[src/hw/rtl/ccke_pkg.sv]
// Shared types, constants and helper functions for the canonical center k-mer extractor.
package ccke_pkg;

    localparam int MAX_K             = 31;
    localparam int MIN_K             = 3;
    localparam int CONTIG_INDEX_BITS = 20;

    localparam int K_W      = 5;
    localparam int CHAR_W   = 8;
    localparam int CODE_W   = 2;
    localparam int CONTIG_W = 20;
    localparam int POS_W    = 32;
    localparam int FLANK_W  = 60;
    localparam int WIN_W    = 2 * MAX_K;
    localparam int SH_W     = $clog2(WIN_W + 1);
    localparam int HALF_W   = $clog2(MAX_K / 2 + 1);

    localparam logic [CONTIG_W-1:0] CONTIG_MASK =
        CONTIG_W'((64'd1 << CONTIG_INDEX_BITS) - 64'd1);

    localparam logic [K_W-1:0] K_RESET = K_W'(MAX_K);

    // Raw characters that form bases
    localparam logic [CHAR_W-1:0] CHAR_A_UP = 8'h41;
    localparam logic [CHAR_W-1:0] CHAR_A_LO = 8'h61;
    localparam logic [CHAR_W-1:0] CHAR_C_UP = 8'h43;
    localparam logic [CHAR_W-1:0] CHAR_C_LO = 8'h63;
    localparam logic [CHAR_W-1:0] CHAR_G_UP = 8'h47;
    localparam logic [CHAR_W-1:0] CHAR_G_LO = 8'h67;
    localparam logic [CHAR_W-1:0] CHAR_T_UP = 8'h54;
    localparam logic [CHAR_W-1:0] CHAR_T_LO = 8'h74;

    typedef logic [CODE_W-1:0] t_code;

    localparam t_code BASE_A = 2'd0;
    localparam t_code BASE_C = 2'd1;
    localparam t_code BASE_G = 2'd2;
    localparam t_code BASE_T = 2'd3;

    typedef struct packed {
        logic  hit;
        t_code code;
    } t_decode;

    // Stage-one request handed from the window unit to the flank unit
    typedef struct packed {
        logic                vld;
        logic                full;
        logic [WIN_W-1:0]    fwd;
        logic [WIN_W-1:0]    rev;
        logic [HALF_W-1:0]   half;
        logic [POS_W-1:0]    center_position;
        logic [CONTIG_W-1:0] contig_tag;
    } t_stage;

    function automatic t_decode decode_base(input logic [CHAR_W-1:0] ch);
        t_decode d;
        d.hit  = 1'b1;
        d.code = BASE_A;
        unique case (ch) inside
            CHAR_A_UP, CHAR_A_LO: d.code = BASE_A;
            CHAR_C_UP, CHAR_C_LO: d.code = BASE_C;
            CHAR_G_UP, CHAR_G_LO: d.code = BASE_G;
            CHAR_T_UP, CHAR_T_LO: d.code = BASE_T;
            default:              d.hit  = 1'b0;
        endcase
        return d;
    endfunction

    // Ones in the low 2k bits
    function automatic logic [WIN_W-1:0] win_mask(input logic [K_W-1:0] k);
        logic [WIN_W-1:0] m;
        for (int i = 0; i < WIN_W; i++) begin
            m[i] = (SH_W'(i) < SH_W'({k, 1'b0}));
        end
        return m;
    endfunction

    // Drop the base at position half and close the gap
    function automatic logic [FLANK_W-1:0] remove_center(input logic [WIN_W-1:0]  y,
                                                         input logic [HALF_W-1:0] half);
        logic [SH_W-1:0]  sh;
        logic [WIN_W-1:0] right;
        logic [WIN_W-1:0] left;
        sh    = SH_W'({half, 1'b0});
        right = y & ~({WIN_W{1'b1}} << sh);
        left  = (y >> (sh + SH_W'(2))) << sh;
        return FLANK_W'(right | left);
    endfunction

endpackage

[src/hw/rtl/ccke_if.sv]
// Channel interfaces: sequence characters in, k-mer sites out, length configuration.
interface ccke_in_if;
    logic                            valid;
    logic                            ready;
    logic [ccke_pkg::CHAR_W-1:0]     base_char;
    logic                            seq_start;
    logic [ccke_pkg::CONTIG_W-1:0]   contig_index;

    modport source (output valid, base_char, seq_start, contig_index, input ready);
    modport sink   (input valid, base_char, seq_start, contig_index, output ready);
endinterface

interface ccke_out_if;
    logic                            valid;
    logic                            ready;
    logic [ccke_pkg::FLANK_W-1:0]    flank_bits;
    logic [ccke_pkg::CODE_W-1:0]     center_base;
    logic [ccke_pkg::POS_W-1:0]      center_position;
    logic [ccke_pkg::CONTIG_W-1:0]   contig_tag;

    modport source (output valid, flank_bits, center_base, center_position, contig_tag,
                    input ready);
    modport sink   (input valid, flank_bits, center_base, center_position, contig_tag,
                    output ready);
endinterface

interface ccke_cfg_if;
    logic                        valid;
    logic                        ready;
    logic [ccke_pkg::K_W-1:0]    kmer_length;

    modport source (output valid, kmer_length, input ready);
    modport sink   (input valid, kmer_length, output ready);
endinterface

[src/hw/rtl/ccke_window.sv]
// Rolling forward and reverse-complement windows, run count and position (stage one).
module ccke_window (
    input  logic                 i_clk,
    input  logic                 i_rst_n,
    ccke_cfg_if.sink             i_cfg,
    ccke_in_if.sink              i_kmer,
    input  logic                 i_take,
    output ccke_pkg::t_stage     o_stage
);

    logic [ccke_pkg::K_W-1:0]      r_kmer_length;
    logic [ccke_pkg::WIN_W-1:0]    r_fwd, n_fwd;
    logic [ccke_pkg::WIN_W-1:0]    r_rev, n_rev;
    logic [ccke_pkg::K_W-1:0]      r_run, n_run;
    logic [ccke_pkg::POS_W-1:0]    r_pos;
    logic                          r_vld;
    logic                          r_full, n_full;
    logic [ccke_pkg::HALF_W-1:0]   r_half;
    logic [ccke_pkg::POS_W-1:0]    r_cpos;
    logic [ccke_pkg::CONTIG_W-1:0] r_tag;

    logic [ccke_pkg::K_W-1:0]      k_eff;
    logic [ccke_pkg::WIN_W-1:0]    mask;
    logic [ccke_pkg::WIN_W-1:0]    cur_fwd, cur_rev, rev_ins;
    logic [ccke_pkg::K_W-1:0]      cur_run;
    logic [ccke_pkg::POS_W-1:0]    cur_pos;
    ccke_pkg::t_decode             dec;
    logic                          accept;

    assign i_cfg.ready  = 1'b1;
    assign i_kmer.ready = !r_vld || i_take;
    assign accept       = i_kmer.valid && i_kmer.ready;

    always_comb begin
        if (r_kmer_length < ccke_pkg::K_W'(ccke_pkg::MIN_K)) begin
            k_eff = ccke_pkg::K_W'(ccke_pkg::MIN_K);
        end else if (r_kmer_length > ccke_pkg::K_W'(ccke_pkg::MAX_K)) begin
            k_eff = ccke_pkg::K_W'(ccke_pkg::MAX_K);
        end else begin
            k_eff = r_kmer_length;
        end
    end

    assign mask = ccke_pkg::win_mask(k_eff);
    assign dec  = ccke_pkg::decode_base(i_kmer.base_char);

    // A new sequence starts from empty state
    assign cur_fwd = i_kmer.seq_start ? '0 : r_fwd;
    assign cur_rev = i_kmer.seq_start ? '0 : r_rev;
    assign cur_run = i_kmer.seq_start ? '0 : r_run;
    assign cur_pos = i_kmer.seq_start ? '0 : r_pos;

    assign rev_ins = ccke_pkg::WIN_W'(~dec.code)
                     << ccke_pkg::SH_W'({ccke_pkg::K_W'(k_eff - ccke_pkg::K_W'(1)), 1'b0});

    always_comb begin
        if (dec.hit) begin
            n_fwd  = ((cur_fwd << 2) | ccke_pkg::WIN_W'(dec.code)) & mask;
            n_rev  = ((cur_rev >> 2) | rev_ins) & mask;
            n_run  = (cur_run < k_eff) ? ccke_pkg::K_W'(cur_run + ccke_pkg::K_W'(1)) : cur_run;
            n_full = (n_run >= k_eff);
        end else begin
            n_fwd  = '0;
            n_rev  = '0;
            n_run  = '0;
            n_full = 1'b0;
        end
    end

    always_ff @(posedge i_clk) begin
        if (!i_rst_n) begin
            r_kmer_length <= ccke_pkg::K_RESET;
        end else if (i_cfg.valid) begin
            r_kmer_length <= i_cfg.kmer_length;
        end
    end

    always_ff @(posedge i_clk) begin
        if (!i_rst_n) begin
            r_fwd <= '0;
            r_rev <= '0;
            r_run <= '0;
            r_pos <= '0;
            r_vld <= 1'b0;
        end else begin
            if (accept) begin
                r_fwd <= n_fwd;
                r_rev <= n_rev;
                r_run <= n_run;
                r_pos <= cur_pos + ccke_pkg::POS_W'(1);
                r_vld <= 1'b1;
            end else if (i_take) begin
                r_vld <= 1'b0;
            end
        end
    end

    always_ff @(posedge i_clk) begin
        if (accept) begin
            r_full <= n_full;
            r_half <= k_eff[ccke_pkg::K_W-1:1];
            r_cpos <= cur_pos - ccke_pkg::POS_W'(k_eff[ccke_pkg::K_W-1:1]);
            r_tag  <= i_kmer.contig_index & ccke_pkg::CONTIG_MASK;
        end
    end

    assign o_stage.vld             = r_vld;
    assign o_stage.full            = r_full;
    assign o_stage.fwd             = r_fwd;
    assign o_stage.rev             = r_rev;
    assign o_stage.half            = r_half;
    assign o_stage.center_position = r_cpos;
    assign o_stage.contig_tag      = r_tag;

    a_start_pos: assert property (@(posedge i_clk) disable iff (!i_rst_n)
        accept && i_kmer.seq_start |=> r_pos == ccke_pkg::POS_W'(1))
        else $error("position not restarted on new sequence");

    a_break_run: assert property (@(posedge i_clk) disable iff (!i_rst_n)
        accept && !dec.hit |=> r_run == '0 && r_fwd == '0 && r_rev == '0)
        else $error("run not broken by non-base character");

    a_hold_win: assert property (@(posedge i_clk) disable iff (!i_rst_n)
        r_vld && !i_take |=> r_vld && $stable(r_fwd) && $stable(r_rev))
        else $error("stage one lost a held request");

endmodule

[src/hw/rtl/ccke_flank.sv]
// Canonical pick, center removal, palindrome drop and output register (stage two).
module ccke_flank (
    input  logic                 i_clk,
    input  logic                 i_rst_n,
    input  ccke_pkg::t_stage     i_stage,
    output logic                 o_take,
    ccke_out_if.source           o_site
);

    logic                           r_out_vld;
    logic [ccke_pkg::FLANK_W-1:0]   r_flank;
    logic [ccke_pkg::CODE_W-1:0]    r_center;
    logic [ccke_pkg::POS_W-1:0]     r_cpos;
    logic [ccke_pkg::CONTIG_W-1:0]  r_tag;

    logic [ccke_pkg::FLANK_W-1:0]   fl_fwd, fl_rev;
    logic                           fwd_small;
    logic [ccke_pkg::WIN_W-1:0]     canon;
    logic [ccke_pkg::WIN_W-1:0]     center_shift;
    logic                           emit;

    assign fl_fwd    = ccke_pkg::remove_center(i_stage.fwd, i_stage.half);
    assign fl_rev    = ccke_pkg::remove_center(i_stage.rev, i_stage.half);
    assign fwd_small = i_stage.fwd < i_stage.rev;
    assign canon     = fwd_small ? i_stage.fwd : i_stage.rev;
    assign center_shift = canon >> ccke_pkg::SH_W'({i_stage.half, 1'b0});

    // Drop palindromic flanks
    assign emit   = i_stage.vld && i_stage.full && (fl_fwd != fl_rev);
    assign o_take = !r_out_vld || o_site.ready;

    always_ff @(posedge i_clk) begin
        if (!i_rst_n) begin
            r_out_vld <= 1'b0;
        end else if (o_take) begin
            r_out_vld <= emit;
        end
    end

    always_ff @(posedge i_clk) begin
        if (o_take && emit) begin
            r_flank  <= fwd_small ? fl_fwd : fl_rev;
            r_center <= center_shift[ccke_pkg::CODE_W-1:0];
            r_cpos   <= i_stage.center_position;
            r_tag    <= i_stage.contig_tag;
        end
    end

    assign o_site.valid           = r_out_vld;
    assign o_site.flank_bits      = r_flank;
    assign o_site.center_base     = r_center;
    assign o_site.center_position = r_cpos;
    assign o_site.contig_tag      = r_tag;

    a_rise_src: assert property (@(posedge i_clk) disable iff (!i_rst_n)
        $rose(r_out_vld) |-> $past(i_stage.vld) && $past(i_stage.full))
        else $error("result raised without a full k-mer");

    a_no_pal: assert property (@(posedge i_clk) disable iff (!i_rst_n)
        o_take && i_stage.vld && i_stage.full && fl_fwd == fl_rev |=> !r_out_vld)
        else $error("palindromic k-mer emitted");

endmodule

[src/hw/rtl/canonical_center_kmer_extractor_core.sv]
// Top level of the canonical center k-mer extractor.
// Takes one sequence character per request and returns at most one k-mer site per
// character. Each accepted character is held in the window stage register, where
// the forward and reverse-complement windows roll. While it is held there, the flank
// stage picks the canonical orientation, splits off its center base and drops
// palindromic flanks, and the site is loaded into the output register when the flank
// stage takes the request. o_site.valid comes from the output register, behind the
// window stage register, and one character is taken every cycle while the output side
// keeps up: the rolling windows are computed combinationally from the held state, so
// consecutive characters never wait on each other. A stall on o_site backs up into
// i_kmer.ready after one held request. Characters that break the run, that do not
// yet complete k bases, or whose flanks read the same in both orientations yield no
// site. The k-mer length on i_cfg resets to 31, is clamped to 3..31, and should be
// written only while no request is in flight; an even length is used as given with
// the center at base k/2 from the low end.
module canonical_center_kmer_extractor_core (
    input  logic          i_clk,
    input  logic          i_rst_n,
    ccke_cfg_if.sink      i_cfg,
    ccke_in_if.sink       i_kmer,
    ccke_out_if.source    o_site
);

    // Stage-one request and the flank stage's permission to advance it
    ccke_pkg::t_stage     stage;
    logic                 take;

    // Roll windows, count the run, advance the position
    ccke_window u_window (
        .i_clk   (i_clk),
        .i_rst_n (i_rst_n),
        .i_cfg   (i_cfg),
        .i_kmer  (i_kmer),
        .i_take  (take),
        .o_stage (stage)
    );

    // Pick canonical k-mer, strip center, drop palindromes, hold the site
    ccke_flank u_flank (
        .i_clk   (i_clk),
        .i_rst_n (i_rst_n),
        .i_stage (stage),
        .o_take  (take),
        .o_site  (o_site)
    );

endmodule
[src/flat_wrapper.sv]
// flat-port wrapper written by rule: the top's interface ports become plain ports
module canonical_center_kmer_extractor_core_flat 
  (i_clk, i_rst_n, i_cfg_valid, i_cfg_kmer_length, i_cfg_ready, i_kmer_valid, i_kmer_base_char, i_kmer_seq_start, i_kmer_contig_index, i_kmer_ready, o_site_valid, o_site_flank_bits, o_site_center_base, o_site_center_position, o_site_contig_tag, o_site_ready);
  ccke_cfg_if i_cfg_i ();
  ccke_in_if i_kmer_i ();
  ccke_out_if o_site_i ();
  input  logic i_clk;
  input  logic i_rst_n;
  input wire logic [$bits(i_cfg_i.valid)-1:0] i_cfg_valid;
  input wire logic [$bits(i_cfg_i.kmer_length)-1:0] i_cfg_kmer_length;
  output wire logic [$bits(i_cfg_i.ready)-1:0] i_cfg_ready;
  input wire logic [$bits(i_kmer_i.valid)-1:0] i_kmer_valid;
  input wire logic [$bits(i_kmer_i.base_char)-1:0] i_kmer_base_char;
  input wire logic [$bits(i_kmer_i.seq_start)-1:0] i_kmer_seq_start;
  input wire logic [$bits(i_kmer_i.contig_index)-1:0] i_kmer_contig_index;
  output wire logic [$bits(i_kmer_i.ready)-1:0] i_kmer_ready;
  output wire logic [$bits(o_site_i.valid)-1:0] o_site_valid;
  output wire logic [$bits(o_site_i.flank_bits)-1:0] o_site_flank_bits;
  output wire logic [$bits(o_site_i.center_base)-1:0] o_site_center_base;
  output wire logic [$bits(o_site_i.center_position)-1:0] o_site_center_position;
  output wire logic [$bits(o_site_i.contig_tag)-1:0] o_site_contig_tag;
  input wire logic [$bits(o_site_i.ready)-1:0] o_site_ready;
  assign i_cfg_i.valid = i_cfg_valid;
  assign i_cfg_i.kmer_length = i_cfg_kmer_length;
  assign i_cfg_ready = i_cfg_i.ready;
  assign i_kmer_i.valid = i_kmer_valid;
  assign i_kmer_i.base_char = i_kmer_base_char;
  assign i_kmer_i.seq_start = i_kmer_seq_start;
  assign i_kmer_i.contig_index = i_kmer_contig_index;
  assign i_kmer_ready = i_kmer_i.ready;
  assign o_site_valid = o_site_i.valid;
  assign o_site_flank_bits = o_site_i.flank_bits;
  assign o_site_center_base = o_site_i.center_base;
  assign o_site_center_position = o_site_i.center_position;
  assign o_site_contig_tag = o_site_i.contig_tag;
  assign o_site_i.ready = o_site_ready;
  canonical_center_kmer_extractor_core u_core (.i_clk(i_clk), .i_rst_n(i_rst_n), .i_cfg(i_cfg_i), .i_kmer(i_kmer_i), .o_site(o_site_i));
endmodule
[config.mk]
export PLATFORM = sky130hd
export DESIGN_NAME = canonical_center_kmer_extractor_core_flat
export DESIGN_NICKNAME = d
export VERILOG_FILES = /design/src/hw/rtl/ccke_pkg.sv /design/src/hw/rtl/ccke_if.sv /design/src/hw/rtl/ccke_window.sv /design/src/hw/rtl/ccke_flank.sv /design/src/hw/rtl/canonical_center_kmer_extractor_core.sv /design/src/flat_wrapper.sv
export SDC_FILE = /design/constraint.sdc
export NUM_CORES = 1
export LEC_CHECK = 0
export BUFFER_PORTS_ARGS = -buffer_cell sky130_fd_sc_hd__buf_2
export CAP_MARGIN = 15
export CELL_PAD_IN_SITES_DETAIL_PLACEMENT = 0
export CELL_PAD_IN_SITES_GLOBAL_PLACEMENT = 1
export CORE_ASPECT_RATIO = 0.8
export CORE_MARGIN = 4
export CORE_UTILIZATION = 40
export CTS_CLUSTER_SIZE = 40
export DETAILED_ROUTE_END_ITERATION = 7
export HOLD_SLACK_MARGIN = 0.1
export PLACE_DENSITY = 0.68
export SLEW_MARGIN = 20
export SYNTH_ARGS = -nofsm -noshare
export SYNTH_HDL_FRONTEND = slang
export SYNTH_SLANG_ARGS = --single-unit
[constraint.sdc]
create_clock -name i_clk -period 10.4 [get_ports i_clk]
set_input_delay 2.08 -clock i_clk [delete_from_list [all_inputs] [get_ports i_clk]]
set_output_delay 2.08 -clock i_clk [all_outputs]
set_load 0.1 [all_outputs]
==> impl_metrics.toml, run 1 <==
[worst_setup_path]
r2r_setup_slack_ns = 3.62
path_class = "reg2reg"
worst_r2r_path_depth = 13
worst_ep_required_time_ns = 10.62
worstPathMaxFanout = 115
startpoint_type = "register"
r2r_start = "u_core.u_window.r_half[0]$_DFFE_PP_"
critical_path.endpoint_type = "register"
reg2reg_to = "u_core.u_flank.o_site.flank_bits[18]$_DFFE_PP_"
arrival_ns = 7.00

[clock_tree]
clk_pin_slew_worst_paths_ns = 0.06
postCtsHoldBufs = 0
cts_tree = "built"
clk-insertion-delay-late_ns = 0.58
cts_setup_buffers = 0
cts-htree-levels = 2
cts_made_buffers = 38
cts_num_sinks = 339
cts_max_path_buffers = 3
root_buffer = "sky130_fd_sc_hd__clkbuf_16"
post_cts_gate_resize_count = 0

[floorplan]
design.die.area_sq_mm = 0.0658
floorplan.initialDensity_pct = 40.4
dieWidth_um = 286
row_count = 81
core_region_area_sq_mm = 0.0611
die_height_um = 230
pin_count = 156

[sta]
rsz_0062_raised_after_global_routing = "false"
timing.final.crit_share_pct = 65.2
setup_total_negative_slack_ns = 0
final.min_clock_period_ns = 6.78
timing.max_slew.rel_slack_pct = 13.3
hold_violation_total_from_the_final_report = 0
tightestPinTransition_ns = 1.29
timing_max_transition_violations_final = 0
worst_clock_skew_ns = 0.0285
setup_violating_endpoint_count_in_the_final_report = 0
timing.fmax_ghz = 0.147

[global_route]
first_pass_grt_wire_length_um = 164000
grt_start_max_net_pins = 133
antenna_violations_before_repair = 2
globalRouteTotalUtil_pct = 33.9
globalRoute.totalOverflow = 0
first_global_vias = 22108

[yosys]
adder_and_majority_gate_portion_of_the_synthesized_area_pct = 3.98
synthCells = 2777
syn_avg_cell_area_sq_um = 8.89
synth_top_family_by_area = "compound AO/OA/AOI/OAI gates"
netlist-cell-type-count = 105
synthDominantCellAreaShare_pct = 20.8
yosys_warning_count = 0
synth_xor_xnor_area_share_pct = 3.09
synth.ff_latch_count = 339
synthFlopType = "sky130_fd_sc_hd__edfxtp_1"
yosys-top-cells-area = "sky130_fd_sc_hd__edfxtp_1, sky130_fd_sc_hd__dfxtp_1, sky130_fd_sc_hd__mux4_2"
synth_simple_gate_area_share_pct = 16.7
synth.net_count = 2894
muxShareOfSynthArea_pct = 13.7
post-synth-top-area-cell = "sky130_fd_sc_hd__edfxtp_1"
synth-compound-area-share_pct = 21.8
synth_edf_count = 171
synth_area_sq_mm = 0.0247
async_reset_ff_share_pct = 0
share_of_synthesized_area_occupied_by_flip_flops_and_latches_pct = 34.4

[route]
drt_antenna_net_count = 0
drt-initial-drc-count = 3403
drt_pre_antenna_iters = 6
drt-total-wl_um = 116000
top_metal_layer_carrying_routed_signals = "met5"
met3RoutedLength_um = 16400
routed_wire_per_std_cell_um = 32.0
wl_met1_um = 51900
met2RoutedLength_um = 43500
vias = 23940
viasPerCell = 6.61
drc_errors = 0

[placement]
place.gp.congestion = 0.984
io_buffer_count = 153
hpwlAfterDp_um = 83900

[pwr]
powerDensity_mw_per_mm2 = 123
worst_vdd_drop_uv = 100
leakagePower_nw = 9.99

[cells_and_area]
final_layout_size_suffix_gt1_share_pct = 15.4
area_growth_pct = 9.38
mostFrequentLayoutCell = "sky130_fd_sc_hd__nor2_1"
final_nets = 2879
layout.cells.most_common_list = "sky130_fd_sc_hd__nor2_1, sky130_fd_sc_hd__nand2_1, sky130_fd_sc_hd__o21ai_0"
finalCoreUtilization_pct = 44.2
num-fill-cells = 6062

[worst_hold_path]
hold_path_startpoint = "u_core.u_window.r_tag[17]$_DFFE_PP_"
hold-path-cell-count = 0
min-delay-path-class = "reg2reg"
timing.hold.worst_endpoint = "u_core.u_flank.o_site.contig_tag[17]$_DFFE_PP_"

[status]
outcome = "finished, final reports clean"

[flow_run]
maxCapViolCount = 0
[metrics by stage]
stage          instance area [sq um]  instances  setup slack, ns  hold slack, ns  power (W)
5_1_grt                        27000       3622             3.45           0.425    0.00341
3_5_place_dp                   25700       3552             3.80           0.405    0.00194
6_report                       27000       3623             3.62           0.417    0.00331
2_1_floorplan                  24700       2777             1.98           0.400    0.00178
3_3_place_gp                   25700       3552             3.79           0.401    0.00194
4_1_cts                        27000       3622             3.92           0.419    0.00331
[final cells by class]
cell class              instances  area, sq um  area share, %
repair buffers                209         1230           4.54
diodes                          1         2.50        0.00927
flip-flops and latches        339         8500           31.5
well taps                     830         1040           3.85
multi-input cells            2088        14700           54.4
inverters                      86          325           1.20
clock inverters                23          226          0.839
clock buffers                  47         1010           3.73
[how the worst max path moves through the flow]
stage	from	end	slack [ns]	cells past startpoint
final	u_core.u_window.r_half[0]$_DFFE_PP_	u_core.u_flank.o_site.flank_bits[18]$_DFFE_PP_	3.62	13
after global routing	u_core.u_window.r_half[0]$_DFFE_PP_	u_core.u_flank.o_site.flank_bits[28]$_DFFE_PP_	3.45	13
after CTS	u_core.u_window.r_half[0]$_DFFE_PP_	u_core.u_flank.o_site.flank_bits[28]$_DFFE_PP_	3.92	13
after detailed placement	i_kmer_seq_start	u_core.u_window.r_cpos[31]$_DFFE_PP_	3.80	17
after global placement	i_kmer_seq_start	u_core.u_window.r_cpos[31]$_DFFE_PP_	3.79	17
after floorplan	u_core.u_window.r_half[0]$_DFFE_PP_	u_core.u_flank.o_site.center_base[0]$_DFFE_PP_	1.98	13
[sequential cells by signal, indices dropped and copies added, names as in the netlist, 2 cells and up]
signal                                 cells
u_core.u_window.r_kmer_length              5
u_core.u_window.r_fwd                     62
u_core.u_window.r_run                      5
u_core.u_window.r_half                     4
u_core.u_flank.o_site.center_base          2
u_core.u_flank.o_site.center_position     32
u_core.u_window.r_pos                     32
u_core.u_flank.o_site.flank_bits          60
u_core.u_window.r_rev                     62
u_core.u_window.r_tag                     20
u_core.u_window.r_cpos                    32
u_core.u_flank.o_site.contig_tag          20
[where the power goes]
| group | switching [W] | internal [W] |
|---|---|---|
| clock network | 0.000586 | 0.000791 |
| logic | 0.000381 | 0.000120 |
| registers | 0.0000111 | 0.00142 |
| total | 0.000978 | 0.00233 |
[worst max-delay path: stages (launching register included)]
cell,delay (ns)
sky130_fd_sc_hd__edfxtp_1,0.69
sky130_fd_sc_hd__buf_12,0.55
sky130_fd_sc_hd__mux4_1,0.70
sky130_fd_sc_hd__mux2i_1,0.47
sky130_fd_sc_hd__o21ai_1,0.15
sky130_fd_sc_hd__or2_1,0.23
sky130_fd_sc_hd__o22ai_1,0.66
sky130_fd_sc_hd__a21oi_1,0.49
sky130_fd_sc_hd__a2111oi_0,0.53
sky130_fd_sc_hd__nand4_1,0.23
sky130_fd_sc_hd__a2111o_1,0.37
sky130_fd_sc_hd__o311ai_2,0.64
sky130_fd_sc_hd__nor2b_4,0.07
sky130_fd_sc_hd__buf_4,0.36
[routing by layer]
metal | up-vias | global-route usage [%]
li1 | 10361 | -
met1 | 11857 | 49.4
met2 | 1487 | 44.3
met3 | 233 | 15.5
met4 | 2 | 9.64
met5 | - | 0
[logic make-up after synthesis]
logic type,count (synthesis)
AOI/OAI and AO/OA,796
xor gates and xnor gates,87
adders and majority gates,78
buffers and inverters,350
DFF,339
muxes,239
other,1
and+or+nand+nor,887
[cell usage after synthesis, types with 32 or more instances]
master / n
sky130_fd_sc_hd__xnor2_1: 39
sky130_fd_sc_hd__nor2b_1: 39
sky130_fd_sc_hd__mux2_2: 55
sky130_fd_sc_hd__inv_1: 81
sky130_fd_sc_hd__a22oi_1: 113
sky130_fd_sc_hd__o21ai_0: 173
sky130_fd_sc_hd__a21oi_1: 146
sky130_fd_sc_hd__nand2_1: 230
sky130_fd_sc_hd__xor2_1: 48
sky130_fd_sc_hd__a31oi_1: 32
sky130_fd_sc_hd__clkbuf_1: 172
sky130_fd_sc_hd__ha_1: 77
sky130_fd_sc_hd__nor2_1: 334
sky130_fd_sc_hd__mux2i_1: 110
sky130_fd_sc_hd__edfxtp_1: 171
sky130_fd_sc_hd__dfxtp_1: 168
sky130_fd_sc_hd__nand2b_1: 32
sky130_fd_sc_hd__nand3_1: 41
sky130_fd_sc_hd__nor3_1: 61
sky130_fd_sc_hd__mux4_2: 68
sky130_fd_sc_hd__buf_2: 36
sky130_fd_sc_hd__o22ai_1: 55
Note: power is estimated with default switching activity, not from simulation.
==> run 2: changes to the inputs <==
--- a/config.mk
+++ b/config.mk
@@ -15,7 +15,7 @@
 export CTS_CLUSTER_SIZE = 40
 export DETAILED_ROUTE_END_ITERATION = 7
 export HOLD_SLACK_MARGIN = 0.1
-export PLACE_DENSITY = 0.68
+export PLACE_DENSITY = 0.71
 export SLEW_MARGIN = 20
 export SYNTH_ARGS = -nofsm -noshare
 export SYNTH_HDL_FRONTEND = slang
==> constraint.sdc (replaced) <==
create_clock -name i_clk -period 5.9 [get_ports i_clk]
set_input_delay 1.18 -clock i_clk [delete_from_list [all_inputs] [get_ports i_clk]]
set_output_delay 1.18 -clock i_clk [all_outputs]
set_load 0.1 [all_outputs]
==> run 2 against run 1 <==
  * The flow now finishes with violations (design-rule violations)
  * Largest power group unchanged
  * Total power is 77% higher
  * Flip-flop and latch count did not move
  * Die area did not move
  * Routed wire length is essentially flat
  * First-iteration DRC count down 2.5%
  * Global-route usage grew 0.13 points
==> impl_metrics.toml, run 2 (synthesis gave the netlist of run 1 again) <==
[status]
outcome = "finished with violations"
violated_checks = "design-rule violations"

[worst_setup_path]
worstPathMaxFanout = 48
critical_path_depth = 15
cpMaxStageDelayCell = "sky130_fd_sc_hd__o211ai_1"
path_common_cell = "sky130_fd_sc_hd__buf_4"
r2r_start = "u_core.u_window.r_half[1]$_DFFE_PP_"
worst_ep_required_time_ns = 6.19
critical_path.endpoint_type = "register"
arrival_ns = 5.78
path_class = "reg2reg"
worst_r2r_path_depth = 15
largest_stage_delay_on_the_critical_path_ns = 0.91
startpoint_type = "register"
r2r_setup_slack_ns = 0.41
reg2reg_to = "u_core.u_flank.o_site.flank_bits[29]$_DFFE_PP_"
critical_path_cell_list = "buf_12 > buf_4 > nand2_1 > o211ai_1 > nor3b_1 > o31ai_2 > buf_4 > xnor2_1 > o31ai_1 > o311ai_1 > a2111o_1 > o311ai_2 > buf_4 > nor2b_4 > buf_12"
critPathTopFamily = "compound AO/OA/AOI/OAI gates"
worst-path-buf-inv = 5
cp-startpoint = "u_core.u_window.r_half[1]$_DFFE_PP_"

[clock_tree]
cts-htree-levels = 2
cts_tree = "built"
cts_num_sinks = 339
clk-insertion-delay-late_ns = 0.58
root_buffer = "sky130_fd_sc_hd__clkbuf_16"
post_cts_gate_resize_count = 0
cts_made_buffers = 38
clk_pin_slew_worst_paths_ns = 0.06
cts_max_path_buffers = 3
postCtsHoldBufs = 0
cts_setup_buffers = 0

[sta]
timing.final.crit_share_pct = 93.0
timing_max_transition_violations_final = 0
setup_total_negative_slack_ns = 0
tightestPinTransition_ns = 1.17
rsz_0062_raised_after_global_routing = "false"
final.min_clock_period_ns = 5.49
worst_clock_skew_ns = 0.0330
timing.max_slew.rel_slack_pct = 22.3
timing.fmax_ghz = 0.182
hold_violation_total_from_the_final_report = 0
setup_violating_endpoint_count_in_the_final_report = 0

[worst_hold_path]
hold_path_startpoint = "u_core.u_window.r_tag[17]$_DFFE_PP_"
min-delay-path-class = "reg2reg"
timing.hold.worst_endpoint = "u_core.u_flank.o_site.contig_tag[17]$_DFFE_PP_"
hold-path-cell-count = 0

[placement]
hpwlAfterDp_um = 87400
io_buffer_count = 153
placed_cells_incl_taps = 3648
placement.cell_area_sq_mm = 0.0265
place.gp.congestion = 1.05

[floorplan]
dieWidth_um = 286
core_region_area_sq_mm = 0.0611
floorplan.initialDensity_pct = 40.4
design.die.area_sq_mm = 0.0658
die_height_um = 230
row_count = 81
pin_count = 156

[pwr]
worst_vdd_drop_uv = 193
leakagePower_nw = 10.5
powerDensity_mw_per_mm2 = 211

[global_route]
first_pass_grt_wire_length_um = 166000
antenna_violations_before_repair = 5
grt_start_max_net_pins = 92
globalRouteTotalUtil_pct = 34.0
first_global_vias = 22666
globalRoute.totalOverflow = 0

[cells_and_area]
final_nets = 2975
final_layout_size_suffix_gt1_share_pct = 18.2
mostFrequentLayoutCell = "sky130_fd_sc_hd__nor2_1"
layout.cells.most_common_list = "sky130_fd_sc_hd__nor2_1, sky130_fd_sc_hd__nand2_1, sky130_fd_sc_hd__o21ai_0"
finalCoreUtilization_pct = 45.5
area_growth_pct = 12.5
fin_area_sq_mm = 0.0278
num-fill-cells = 5953
final_cells = 3720

[route]
vias = 24534
routed_wire_per_std_cell_um = 31.1
drt_antenna_net_count = 0
viasPerCell = 6.60
drt_pre_antenna_iters = 8
drt-initial-drc-count = 3317
drc_errors = 10
drt-total-wl_um = 116000

[flow_run]
maxCapViolCount = 0
[run 2: cell count changes in the layout (fill, tap and decap cells not counted), sizes merged]
cell and delta:
inv +4, bufinv -1, clkbuf +2, clkinv -5
buf +96, diode +1
[run 2: layout make-up]
class | instances | area (sq um) | area share, %
repair buffers | 305 | 2010 | 7.23
diodes | 2 | 5.00 | 0.0180
flip-flops and latches | 339 | 8500 | 30.6
well taps | 830 | 1040 | 3.74
clock inverters | 21 | 208 | 0.748
multi-input cells | 2088 | 14700 | 52.8
clock buffers | 49 | 1030 | 3.73
inverters | 86 | 325 | 1.17
[run 2: routing by layer]
metal / GRT usage, % / part of all wire (%) / vias to the layer above
li1: - / - / 10549
met1: 50.8 / 44 / 12021
met2: 45.3 / 38 / 1694
met3: 12.5 / 14 / 264
met4: 9.43 / 3.6 / 6
met5: 0 / 0.039 / -
[run 2: how the worst max path moves through the flow]
stage	endpoint	slack (ns)
2_1_floorplan	u_core.u_window.r_pos[28]$_SDFFE_PN0P_	0.78
3_3_place_gp	u_core.u_flank.o_site.flank_bits[28]$_DFFE_PP_	0.67
3_5_place_dp	u_core.u_flank.o_site.flank_bits[28]$_DFFE_PP_	0.70
4_1_cts	u_core.u_flank.o_site.flank_bits[28]$_DFFE_PP_	0.70
5_1_grt	u_core.u_flank.o_site.flank_bits[29]$_DFFE_PP_	0.43
6_report	u_core.u_flank.o_site.flank_bits[29]$_DFFE_PP_	0.41
[run 2: metrics by stage]
stage	power, W	hold WS, ns	setup WS, ns
3_5_place_dp	0.00346	0.405	0.697
3_3_place_gp	0.00345	0.402	0.668
4_1_cts	0.00588	0.399	0.699
6_report	0.00587	0.394	0.412
5_1_grt	0.00606	0.422	0.431
2_1_floorplan	0.00314	0.400	0.780
[run 2: power by group]
group	switching (W)	internal (W)	leakage (nW)
registers	0.0000167	0.00250	2.91
logic	0.000673	0.000251	6.96
clock network	0.00104	0.00139	0.618
